$ cat src/rtl/rths_pkg.sv
package rths_pkg;

    localparam int HUE_FRAC_BITS_DEF  = 6;
    localparam int UNIT_FRAC_BITS_DEF = 16;

    localparam int RGB_W      = 8;
    localparam int HUE_OUT_W  = 15;
    localparam int UNIT_OUT_W = 17;
    localparam int S_TDATA_W  = 3 * RGB_W;
    localparam int M_TDATA_W  = 56;
    localparam int M_PAD_W    = M_TDATA_W - HUE_OUT_W - 2 * UNIT_OUT_W;

    // divider remainder, holds any divisor up to the luminance constant
    localparam int REM_W   = 9;
    localparam int LUM_DIV = 510;

    localparam int NUM_LANES = 3;
    localparam int LANE_HUE  = 0;
    localparam int LANE_SAT  = 1;
    localparam int LANE_LUM  = 2;

    typedef enum logic [1:0] {
        HB_ZERO = 2'd0,
        HB_TWO  = 2'd1,
        HB_FOUR = 2'd2,
        HB_SIX  = 2'd3
    } t_hue_base;

    typedef struct packed {
        logic      grey;
        logic      neg;
        t_hue_base base;
    } t_ctl;

    function automatic int div_steps(input int hue_frac, input int unit_frac);
        int hq;
        hq = $clog2((60 << hue_frac) + 1);
        return (unit_frac + 1 > hq) ? unit_frac + 1 : hq;
    endfunction

endpackage

$ cat src/rtl/rths_prep.sv
module rths_prep
    import rths_pkg::*;
#(
    parameter int HUE_FRAC_BITS  = HUE_FRAC_BITS_DEF,
    parameter int UNIT_FRAC_BITS = UNIT_FRAC_BITS_DEF,
    parameter int STEPS          = div_steps(HUE_FRAC_BITS_DEF, UNIT_FRAC_BITS_DEF)
) (
    input  logic                               i_clk,
    input  logic                               i_rst_n,
    input  logic                               i_ld,
    input  logic                               i_vld,
    input  logic [RGB_W-1:0]                   i_red,
    input  logic [RGB_W-1:0]                   i_green,
    input  logic [RGB_W-1:0]                   i_blue,
    output logic                               o_vld,
    output t_ctl                               o_ctl,
    output logic [NUM_LANES-1:0][REM_W-1:0]    o_rem,
    output logic [NUM_LANES-1:0][STEPS-1:0]    o_w,
    output logic [NUM_LANES-1:0][REM_W-1:0]    o_div
);

    localparam int XW = STEPS + REM_W;

    logic [RGB_W-1:0]   mx, mn, delta, den, mag;
    logic [RGB_W:0]     sum, d;
    logic [RGB_W+5:0]   m60;
    logic [XW-1:0]      hue_x, sat_x, lum_x;
    t_ctl               n_ctl;
    logic [NUM_LANES-1:0][REM_W-1:0] n_rem, n_div;
    logic [NUM_LANES-1:0][STEPS-1:0] n_w;

    logic                            r_vld;
    t_ctl                            r_ctl;
    logic [NUM_LANES-1:0][REM_W-1:0] r_rem, r_div;
    logic [NUM_LANES-1:0][STEPS-1:0] r_w;

    always_comb begin
        mx = i_red;
        mn = i_red;
        if (i_green > mx) mx = i_green;
        if (i_blue > mx) mx = i_blue;
        if (i_green < mn) mn = i_green;
        if (i_blue < mn) mn = i_blue;
        sum   = {1'b0, mx} + {1'b0, mn};
        delta = mx - mn;
        den   = (sum <= (RGB_W+1)'(255)) ? sum[RGB_W-1:0]
                                         : RGB_W'((RGB_W+1)'(LUM_DIV) - sum);

        // first channel equal to the max picks the sector
        priority if (mx == i_red) begin
            d = {1'b0, i_green} - {1'b0, i_blue};
        end else if (mx == i_green) begin
            d = {1'b0, i_blue} - {1'b0, i_red};
        end else begin
            d = {1'b0, i_red} - {1'b0, i_green};
        end

        n_ctl.grey = (delta == '0);
        n_ctl.neg  = d[RGB_W];
        priority if (mx == i_red) begin
            n_ctl.base = d[RGB_W] ? HB_SIX : HB_ZERO;
        end else if (mx == i_green) begin
            n_ctl.base = HB_TWO;
        end else begin
            n_ctl.base = HB_FOUR;
        end

        mag = d[RGB_W] ? RGB_W'(-d) : d[RGB_W-1:0];
        m60 = ({6'b0, mag} << 6) - ({6'b0, mag} << 2);

        // negative hue rounds the magnitude up: add delta-1 before the floor
        hue_x = (XW'(m60) << HUE_FRAC_BITS)
              + (d[RGB_W] ? (XW'(delta) - XW'(1)) : '0);
        sat_x = XW'(delta) << UNIT_FRAC_BITS;
        lum_x = XW'(sum) << UNIT_FRAC_BITS;

        n_rem[LANE_HUE] = hue_x[XW-1:STEPS];
        n_rem[LANE_SAT] = sat_x[XW-1:STEPS];
        n_rem[LANE_LUM] = lum_x[XW-1:STEPS];
        n_w[LANE_HUE]   = hue_x[STEPS-1:0];
        n_w[LANE_SAT]   = sat_x[STEPS-1:0];
        n_w[LANE_LUM]   = lum_x[STEPS-1:0];
        n_div[LANE_HUE] = {1'b0, delta};
        n_div[LANE_SAT] = {1'b0, den};
        n_div[LANE_LUM] = REM_W'(LUM_DIV);
    end

    always_ff @(posedge i_clk) begin
        if (!i_rst_n) begin
            r_vld <= 1'b0;
        end else if (i_ld) begin
            r_vld <= i_vld;
        end
    end

    always_ff @(posedge i_clk) begin
        if (i_ld) begin
            r_ctl <= n_ctl;
            r_rem <= n_rem;
            r_w   <= n_w;
            r_div <= n_div;
        end
    end

    assign o_vld = r_vld;
    assign o_ctl = r_ctl;
    assign o_rem = r_rem;
    assign o_w   = r_w;
    assign o_div = r_div;

endmodule

$ cat src/rtl/rths_div_cell.sv
module rths_div_cell
    import rths_pkg::*;
#(
    parameter int STEPS = div_steps(HUE_FRAC_BITS_DEF, UNIT_FRAC_BITS_DEF)
) (
    input  logic                               i_clk,
    input  logic                               i_rst_n,
    input  logic                               i_en,
    input  logic                               i_vld,
    input  t_ctl                               i_ctl,
    input  logic [NUM_LANES-1:0][REM_W-1:0]    i_rem,
    input  logic [NUM_LANES-1:0][STEPS-1:0]    i_w,
    input  logic [NUM_LANES-1:0][REM_W-1:0]    i_div,
    output logic                               o_vld,
    output t_ctl                               o_ctl,
    output logic [NUM_LANES-1:0][REM_W-1:0]    o_rem,
    output logic [NUM_LANES-1:0][STEPS-1:0]    o_w,
    output logic [NUM_LANES-1:0][REM_W-1:0]    o_div
);

    logic [NUM_LANES-1:0][REM_W:0]   trial, diff;
    logic [NUM_LANES-1:0]            ge;
    logic [NUM_LANES-1:0][REM_W-1:0] n_rem;
    logic [NUM_LANES-1:0][STEPS-1:0] n_w;

    logic                            r_vld;
    t_ctl                            r_ctl;
    logic [NUM_LANES-1:0][REM_W-1:0] r_rem, r_div;
    logic [NUM_LANES-1:0][STEPS-1:0] r_w;

    // one restoring step per lane: quotient bit shifts in at the bottom of w
    always_comb begin
        for (int k = 0; k < NUM_LANES; k++) begin
            trial[k] = {i_rem[k], i_w[k][STEPS-1]};
            diff[k]  = trial[k] - {1'b0, i_div[k]};
            ge[k]    = (trial[k] >= {1'b0, i_div[k]});
            n_rem[k] = ge[k] ? diff[k][REM_W-1:0] : trial[k][REM_W-1:0];
            n_w[k]   = {i_w[k][STEPS-2:0], ge[k]};
        end
    end

    always_ff @(posedge i_clk) begin
        if (!i_rst_n) begin
            r_vld <= 1'b0;
        end else if (i_en) begin
            r_vld <= i_vld;
        end
    end

    always_ff @(posedge i_clk) begin
        if (i_en) begin
            r_ctl <= i_ctl;
            r_rem <= n_rem;
            r_w   <= n_w;
            r_div <= i_div;
        end
    end

    assign o_vld = r_vld;
    assign o_ctl = r_ctl;
    assign o_rem = r_rem;
    assign o_w   = r_w;
    assign o_div = r_div;

endmodule

$ cat src/rtl/rths_post.sv
module rths_post
    import rths_pkg::*;
#(
    parameter int HUE_FRAC_BITS = HUE_FRAC_BITS_DEF,
    parameter int STEPS         = div_steps(HUE_FRAC_BITS_DEF, UNIT_FRAC_BITS_DEF)
) (
    input  logic                               i_clk,
    input  logic                               i_rst_n,
    input  logic                               i_vld,
    input  t_ctl                               i_ctl,
    input  logic [NUM_LANES-1:0][STEPS-1:0]    i_w,
    input  logic                               i_ready,
    output logic                               o_adv,
    output logic                               o_vld,
    output logic [HUE_OUT_W-1:0]               o_hue,
    output logic [UNIT_OUT_W-1:0]              o_sat,
    output logic [UNIT_OUT_W-1:0]              o_lum
);

    localparam int HUE_SCALE = 60 << HUE_FRAC_BITS;
    localparam int HW        = $clog2(6 * HUE_SCALE + 1);

    logic [HW-1:0]         hq, base_val, hue;
    logic [HUE_OUT_W-1:0]  n_hue;
    logic [UNIT_OUT_W-1:0] n_sat, n_lum;

    logic                  r_vld;
    logic [HUE_OUT_W-1:0]  r_hue;
    logic [UNIT_OUT_W-1:0] r_sat, r_lum;

    always_comb begin
        hq = HW'(i_w[LANE_HUE]);
        unique case (i_ctl.base)
            HB_ZERO: base_val = '0;
            HB_TWO:  base_val = HW'(2 * HUE_SCALE);
            HB_FOUR: base_val = HW'(4 * HUE_SCALE);
            HB_SIX:  base_val = HW'(6 * HUE_SCALE);
        endcase
        hue   = base_val + (i_ctl.neg ? (HW'(0) - hq) : hq);
        n_hue = i_ctl.grey ? '0 : HUE_OUT_W'(hue);
        n_sat = i_ctl.grey ? '0 : UNIT_OUT_W'(i_w[LANE_SAT]);
        n_lum = UNIT_OUT_W'(i_w[LANE_LUM]);
    end

    assign o_adv = !r_vld || i_ready;

    always_ff @(posedge i_clk) begin
        if (!i_rst_n) begin
            r_vld <= 1'b0;
        end else if (o_adv) begin
            r_vld <= i_vld;
        end
    end

    always_ff @(posedge i_clk) begin
        if (o_adv) begin
            r_hue <= n_hue;
            r_sat <= n_sat;
            r_lum <= n_lum;
        end
    end

    assign o_vld = r_vld;
    assign o_hue = r_hue;
    assign o_sat = r_sat;
    assign o_lum = r_lum;

endmodule

$ cat src/rtl/rgb_to_hsl_convert.sv
// an item passes the prep register, the divider cells and the output register in order,
// STEPS = max(UNIT_FRAC_BITS + 1, bits of the hue quotient), one divider cell each
// throughput: one item per cycle while not stalled, the cell row runs all three divisions in parallel
// the whole row advances together and stalls only while the output item is held
// reset (synchronous, active low) clears the valid flags, data registers keep content
module rgb_to_hsl_convert
    import rths_pkg::*;
#(
    parameter int HUE_FRAC_BITS  = HUE_FRAC_BITS_DEF,
    parameter int UNIT_FRAC_BITS = UNIT_FRAC_BITS_DEF
) (
    input  logic                 i_clk,
    input  logic                 i_rst_n,
    input  logic                 i_s_tvalid,
    output logic                 o_s_tready,
    input  logic [S_TDATA_W-1:0] i_s_tdata,  // red_in, green_in, blue_in
    output logic                 o_m_tvalid,
    input  logic                 i_m_tready,
    output logic [M_TDATA_W-1:0] o_m_tdata   // hue_out, saturation_out, luminance_out, zero pad
);

    localparam int STEPS = div_steps(HUE_FRAC_BITS, UNIT_FRAC_BITS);

    logic                            w_en;
    logic                            w_ld;
    logic                            c_vld [0:STEPS];
    t_ctl                            c_ctl [0:STEPS];
    logic [NUM_LANES-1:0][REM_W-1:0] c_rem [0:STEPS];
    logic [NUM_LANES-1:0][STEPS-1:0] c_w   [0:STEPS];
    logic [NUM_LANES-1:0][REM_W-1:0] c_div [0:STEPS];
    logic [HUE_OUT_W-1:0]            w_hue;
    logic [UNIT_OUT_W-1:0]           w_sat, w_lum;

    // head register also fills while the row is stalled, if it is empty
    assign w_ld       = w_en || !c_vld[0];
    assign o_s_tready = w_ld;

    rths_prep #(
        .HUE_FRAC_BITS  (HUE_FRAC_BITS),
        .UNIT_FRAC_BITS (UNIT_FRAC_BITS),
        .STEPS          (STEPS)
    ) u_prep (
        .i_clk   (i_clk),
        .i_rst_n (i_rst_n),
        .i_ld    (w_ld),
        .i_vld   (i_s_tvalid),
        .i_red   (i_s_tdata[RGB_W-1:0]),
        .i_green (i_s_tdata[2*RGB_W-1:RGB_W]),
        .i_blue  (i_s_tdata[3*RGB_W-1:2*RGB_W]),
        .o_vld   (c_vld[0]),
        .o_ctl   (c_ctl[0]),
        .o_rem   (c_rem[0]),
        .o_w     (c_w[0]),
        .o_div   (c_div[0])
    );

    for (genvar k = 0; k < STEPS; k++) begin : g_cell
        rths_div_cell #(
            .STEPS (STEPS)
        ) u_cell (
            .i_clk   (i_clk),
            .i_rst_n (i_rst_n),
            .i_en    (w_en),
            .i_vld   (c_vld[k]),
            .i_ctl   (c_ctl[k]),
            .i_rem   (c_rem[k]),
            .i_w     (c_w[k]),
            .i_div   (c_div[k]),
            .o_vld   (c_vld[k+1]),
            .o_ctl   (c_ctl[k+1]),
            .o_rem   (c_rem[k+1]),
            .o_w     (c_w[k+1]),
            .o_div   (c_div[k+1])
        );
    end

    rths_post #(
        .HUE_FRAC_BITS (HUE_FRAC_BITS),
        .STEPS         (STEPS)
    ) u_post (
        .i_clk   (i_clk),
        .i_rst_n (i_rst_n),
        .i_vld   (c_vld[STEPS]),
        .i_ctl   (c_ctl[STEPS]),
        .i_w     (c_w[STEPS]),
        .i_ready (i_m_tready),
        .o_adv   (w_en),
        .o_vld   (o_m_tvalid),
        .o_hue   (w_hue),
        .o_sat   (w_sat),
        .o_lum   (w_lum)
    );

    assign o_m_tdata = {{M_PAD_W{1'b0}}, w_lum, w_sat, w_hue};

`ifndef NO_ASSERTIONS
    a_ready_when_out_empty: assert property (@(posedge i_clk) disable iff (!i_rst_n)
        !o_m_tvalid |-> o_s_tready)
        else $error("input not ready while output register is empty");

    a_last_cell_reaches_out: assert property (@(posedge i_clk) disable iff (!i_rst_n)
        (w_en && c_vld[STEPS]) |=> o_m_tvalid)
        else $error("item from last cell did not reach the output register");

    a_row_frozen_on_stall: assert property (@(posedge i_clk) disable iff (!i_rst_n)
        (o_m_tvalid && !i_m_tready) |=> $stable(c_vld[STEPS]))
        else $error("cell row moved while output was stalled");
`endif

endmodule
$ cat config.mk
export PLATFORM = sky130hd
export DESIGN_NAME = rgb_to_hsl_convert
export DESIGN_NICKNAME = d
export VERILOG_FILES = /design/src/rtl/rths_pkg.sv /design/src/rtl/rths_prep.sv /design/src/rtl/rths_div_cell.sv /design/src/rtl/rths_post.sv /design/src/rtl/rgb_to_hsl_convert.sv
export SDC_FILE = /design/constraint.sdc
export NUM_CORES = 2
export LEC_CHECK = 0
export ABC_AREA = 1
export BUFFER_PORTS_ARGS = -buffer_cell sky130_fd_sc_hd__clkbuf_2
export CORE_UTILIZATION = 55
export DETAILED_ROUTE_END_ITERATION = 10
export GPL_ROUTABILITY_DRIVEN = 0
export GPL_TIMING_DRIVEN = 0
export HOLD_SLACK_MARGIN = 0.15
export PLACE_DENSITY_LB_ADDON = 0.08
export SKIP_CTS_REPAIR_TIMING = 1
export SYNTH_ARGS = -nofsm -noshare
export SYNTH_HDL_FRONTEND = slang
export SYNTH_SLANG_ARGS = --single-unit
$ cat constraint.sdc
create_clock -name i_clk -period 71.9 [get_ports i_clk]
set_clock_uncertainty 0.2 [all_clocks]
set_input_delay 10.785 -clock i_clk [delete_from_list [all_inputs] [get_ports i_clk]]
set_output_delay 10.785 -clock i_clk [all_outputs]
set_load 0.03 [all_outputs]
# Word level (Yosys, flattened, before mapping)
# Cells that the tools add are included.
# Widths: inputs -> output; s select.
dict set report totals {
  reg_bits 1480
  in_bits 28
  output_inout_bits 58
  wordCells 435
}
dict set report op_classes {
  n_addsub 60
  order_cmp 56
  n_eq_ne 5
  muxes 62
  n_reduce_logical 6
}
# op n
set ops {}
lappend ops {{$mux 9} 49}
lappend ops {{$ge 10x8->1} 33}
lappend ops {{$sub 9x8->9} 31}
lappend ops {{$ge 10x9->1 const B} 16}
lappend ops {{$sub 9x9->9 const B} 16}
lappend ops {{$pmux 15 s4} 1}
lappend ops {{$mux 8} 7}
lappend ops {{$sub 8x8->9} 4}
lappend ops {{$add 20x26->26} 1}
lappend ops {{$mux 26} 1}
lappend ops {{$eq 8x8->1} 2}
lappend ops {{$gt 8x8->1} 2}
lappend ops {{$lt 8x8->1} 2}
lappend ops {{$add 15x15->15} 1}
lappend ops {{$mux 15} 1}
lappend ops {{$sub 1x15->15 const A} 1}
lappend ops {{$sub 14x10->14} 1}
lappend ops {{$add 8x8->9} 1}
lappend ops {{$ge 9x9->1 const B} 1}
lappend ops {{$le 9x8->1 const B} 1}
lappend ops {{$sub 8x1->9 const B} 1}
lappend ops {{$ge 8x8->1} 1}
lappend ops {{$logic_not 8->1} 1}
lappend ops {{$neg 8->8} 1}
lappend ops {{8 further kinds} 13}

# Longest topological paths before layout
dict set report logic_depth {
  depth_word 11
  mapped_depth 53
  depth_no_buf 52
}

# Cells and area by module
# Synthesis repeated with hierarchy kept, for this count alone.
dict set report unflattened {
  cells_unflattened 9460
  hier_area_um2 98537.0
}
# mod instances cells_per_inst area_per_inst_um2 seq_area_each_um2
set by_module_without_submodules {}
lappend by_module_without_submodules {{rths_div_cell (g_cell[0].u_cell ...)} 16 492 5265.0 3293.2}
lappend by_module_without_submodules {rths_prep 1 868 6572.6 1611.5}
lappend by_module_without_submodules {{rths_div_cell (g_cell[13].u_cell)} 1 491 5303.8 3293.2}
lappend by_module_without_submodules {rths_post 1 219 2356.0 1491.4}
lappend by_module_without_submodules {rgb_to_hsl_convert 1 10 63.8 0.0}

# Least setup slack after synthesis
# No wires, ideal clock.
dict set report synth_timing {
  kind {in2reg}
  start {input i_m_tready}
  end {register g_cell[0].u_cell.r_ctl, in the netlist g_cell[0].u_cell.o_ctl[0], enable pin}
  setup_time_ns 2.179
  t_arrival_ns 46.404
  required_time_ns 69.521
  setup_slack_ns 23.117
  path_stages 4
  n_path_buf 2
  cell_sequence {nor2_1 > clkbuf_1 > clkinv_1 > clkbuf_1}
}
dict set report synth_between {
  elab_chain_cells 1
}
# item line_no
set synth_lines {}
lappend synth_lines {{start: declaration} rgb_to_hsl_convert.sv:18} ;# input logic i_m_tready,
lappend synth_lines {{$logic_or 1x1->1} rths_post.sv:45} ;# assign o_adv = !r_vld || i_ready;
lappend synth_lines {{via g_cell[0].u_cell.i_en} rths_div_cell.sv:8} ;# input logic i_en,
lappend synth_lines {{end signal: assignment} rths_div_cell.sv:52} ;# r_ctl <= i_ctl;
lappend synth_lines {{end: declaration} rths_div_cell.sv:27} ;# t_ctl r_ctl;
# The timed path passes the listed nets, and every way through them passes these cells.
# A chain may end at the register's enable or synchronous reset.

# Worst setup path in the final report
dict set report layout_timing {
  start {input i_m_tready}
  end {output o_s_tready}
}
dict set report layout_between {
  elab_chain_cells 2
}
# item line_no
set layout_lines {}
lappend layout_lines {{$logic_or 1x1->1} rths_post.sv:45}
lappend layout_lines {{$logic_or 1x1->1} rgb_to_hsl_convert.sv:35} ;# assign w_ld = w_en || !c_vld[0];
lappend layout_lines {{end: declaration} rgb_to_hsl_convert.sv:15} ;# output logic o_s_tready,
# Every way passes these cells.

==> flow_summary.toml <==
[worst_setup_path]
critical_path_class = "in2out"
worstPathArrival_ns = 11.99
end_kind = "output port"
crit_chain = "clkbuf_2 -> nor2_1 -> clkbuf_1 -> nand2_2 -> clkbuf_2"
slowest_stage = "clkbuf_1"
cp_top_family = "buffers and inverters"
worst-path-max-fanout = 17
reg2reg_depth = 13
worstSetupStartpointType = "input port"
cp.depth = 5
cpPeakStageDelay_ns = 0.34
worstPathRequired_ns = 60.92
crit_top_cell = "clkbuf_2"
cp_num_buf_inv = 3

[timing]
fin_ws_ns = 48.93
tightest_slew_ns = 0.883
hold_violations = 0
rsz0062_at_grt = "no"
relSlewSlack = 0.411
finalCritPeriodShare = 0.320
final.setup.tns_ns = 0
slew_violations = 0
period_needed_ns = 22.97
setup_viol = 0
fmax_mhz = 43.5

[placed_design]
portBuffers = 78
hpwl_um = 65000
placed_cell_area_mm2 = 0.0639
place_ws_ns = 48.93
placed_cells = 6364

[pwr]
powerDensity_mw_per_mm2 = 51.0
p_leak_nw = 28.7
vdd.ir_drop.worst_v = 0.0000259
p_total_w = 0.00349

[logic_synthesis]
syn_area_per_cell_um2 = 12.8
ys_types = 59
synth_compound_area_frac = 0.0602
synthMuxAreaShare = 0.000718
synthCells = 4782
ys_async_sr_fraction = 0
syn_area_mm2 = 0.0610
synth-xor-area-share = 0.0385
synth-simple-area-share = 0.0931
seq_area_frac_synth = 0.675
ys_ff_latch = 1379
synth_top_family_by_area = "simple AND/OR/NAND/NOR gates"
yosys_warnings = 0
synthFlopType = "edfxtp_1"
yosys.area_share.adder = 0.0860
synth_edf_count = 1360

[detailed_routing]
wire_per_inst_um = 13.8
drt-initial-drc-count = 1582
viasPerCell = 5.06
num_vias = 33502
drc = 0
wirelength_um = 91600
ant_nets = 0
dr.pass1.iters = 7

[floorplanning]
core_area_mm2 = 0.109
rows = 121
die_h_um = 335
initial_utilization = 0.558
ios = 86
die_area_mm2 = 0.112
chipWidth_um = 335

[final_layout]
final_layout_size_suffix_gt1_frac = 0.0805
syn_to_final_growth_pct = 12.1
n_antenna_cell = 0
final_nets = 5458
final_cells = 6622
fin_area_mm2 = 0.0684

[clocking]
clkLatencyLatePin_ns = 0.74
clkTransAtPathRegs_ns = 0.06
cts.path.max_buffers = 3
clock-sinks = 1379
cts_max_level = 4
cts_buffers = 144
cts_tree = "built"
cts-root-buf = "clkbuf_16"

[global_routing]
grt_usage = 0.167
antenna_found_initial = 1
grt_pass1_wl_um = 152000
gr-total-overflow = 0
grt_pass1_vias = 33291
grt_max_degree = 75

[min_path]
min_path_type = "reg2reg"
holdPathStages = 0

[job]
cap_viol_max_count = 0

[status]
status = "completed"
layout make-up:
type                            instances  area, um2
Timing Repair Buffer                  100        973
Tap cell                             1476       1850
Fill cell                            8327      41000
Buffer                                 57        299
Clock inverter                         76        663
Clock buffer                          182       3890
Inverter                              670       2520
Sequential cell                      1379      41200
Multi-Input combinational cell       2682      17000
state kept, by name, summed over array words and instances, names as in the netlist:
name / flops
g_cell.u_cell.o_ctl: 68
g_cell.u_cell.o_div: 239
g_cell.u_cell.o_rem: 389
g_cell.u_cell.o_vld: 17
g_cell.u_cell.o_w: 562
u_post.o_hue: 15
u_post.o_lum: 17
u_post.o_sat: 17
u_post.o_vld: 1
u_prep.o_ctl: 4
u_prep.o_div: 8
u_prep.o_rem: 24
u_prep.o_vld: 1
u_prep.o_w: 17
final timing paths:
path | start | to | slack, ns
worst max-delay path | i_m_tready | o_s_tready | 48.93
worst min-delay path | g_cell[9].u_cell.o_w[10]$_DFFE_PP_ | g_cell[10].u_cell.o_w[11]$_DFFE_PP_ | 0.21
worst max register to register | u_post.o_vld$_SDFFE_PN0P_ | u_post.o_sat[2]$_SDFFCE_PP0P_ | 67.67
worst min register to register | g_cell[9].u_cell.o_w[10]$_DFFE_PP_ | g_cell[10].u_cell.o_w[11]$_DFFE_PP_ | 0.21
stage by stage:
| stage | util | hold slack (ns) |
|---|---|---|
| final | 0.625 | 0.206 |
| after global routing | 0.625 | 0.212 |
| after detailed placement | 0.584 | 0.205 |
| after global placement | 0.578 | 0.200 |
| after floorplan | - | 0.200 |
| after CTS | 0.625 | 0.205 |
layout by cell type, fill, tap and decap left out, types with 8 or more instances in the layout:
cell / Yosys / layout
clkbuf_2: 0 / 78
nor2_1: 359 / 359
nor3b_1: 11 / 11
bufinv_16: 0 / 8
clkbuf_16: 0 / 150
nand3_2: 17 / 17
edfxtp_1: 1360 / 1360
o211ai_1: 15 / 15
clkinv_2: 1 / 27
clkinv_1: 3 / 31
inv_1: 660 / 660
nor2_2: 8 / 8
nand3_1: 103 / 103
clkbuf_1: 42 / 71
buf_16: 0 / 19
or2_2: 14 / 14
nand2_2: 25 / 26
nand2_1: 656 / 655
dfxtp_1: 19 / 19
xor2_1: 203 / 203
o21ai_0: 362 / 362
a21oi_1: 279 / 279
nor3_1: 27 / 27
nand4_1: 59 / 59
fa_1: 39 / 39
ha_1: 357 / 357
buf_4: 9 / 9
xnor2_1: 65 / 65
cell families after synthesis:
| family | Yosys count |
|---|---|
| other | 1 |
| adder cells (fa/ha/maj) | 396 |
| flip-flops | 1379 |
| AO/OA/AOI/OAI | 701 |
| buffers and inverters | 727 |
| XOR/XNOR | 268 |
| AND/OR/NAND/NOR | 1306 |
| multiplexers | 4 |
per-layer routing:
| layer | vias to the layer above | share of wire | global-route usage |
|---|---|---|---|
| li1 | 17140 | - | - |
| met1 | 15679 | 0.40 | 0.183 |
| met2 | 465 | 0.53 | 0.313 |
| met3 | 218 | 0.033 | 0.0262 |
| met4 | 0 | 0.038 | 0.0785 |
| met5 | - | 0 | 0 |
Yosys cell counts, drive strengths merged, types with 2 or more instances:
cell type	number	area share
buf	15	0.0023
nor2	371	0.024
o31ai	7	0.0010
o211ai	15	0.0018
o21a	3	0.00037
xnor2	65	0.0093
ha	357	0.073
a31oi	7	0.00072
nor3	27	0.0022
nor4	2	0.00020
inv	666	0.041
a2111oi	2	0.00029
mux2	3	0.00055
or2	15	0.0015
o21ai	364	0.030
nand3b	2	0.00031
fa	39	0.013
nand3	123	0.012
a21o	5	0.00062
o2111ai	2	0.00029
clkinv	4	0.00027
xor2	203	0.029
a211oi	4	0.00049
o21bai	5	0.00062
dfxtp	19	0.0062
a41o	3	0.00049
and2	2	0.00020
edfxtp	1360	0.67
nand4	65	0.0073
nor3b	11	0.0014
a21oi	280	0.023
nand2	687	0.044
clkbuf	42	0.0026
where the power goes:
group	total, W	internal (W)	switching, W
Combinational	0.00123	0.000486	0.000748
Clock	0.000706	0.000413	0.000293
Sequential	0.00155	0.00140	0.000147
Total	0.00349	0.00230	0.00119
Note: power is estimated with default switching activity, not from simulation.
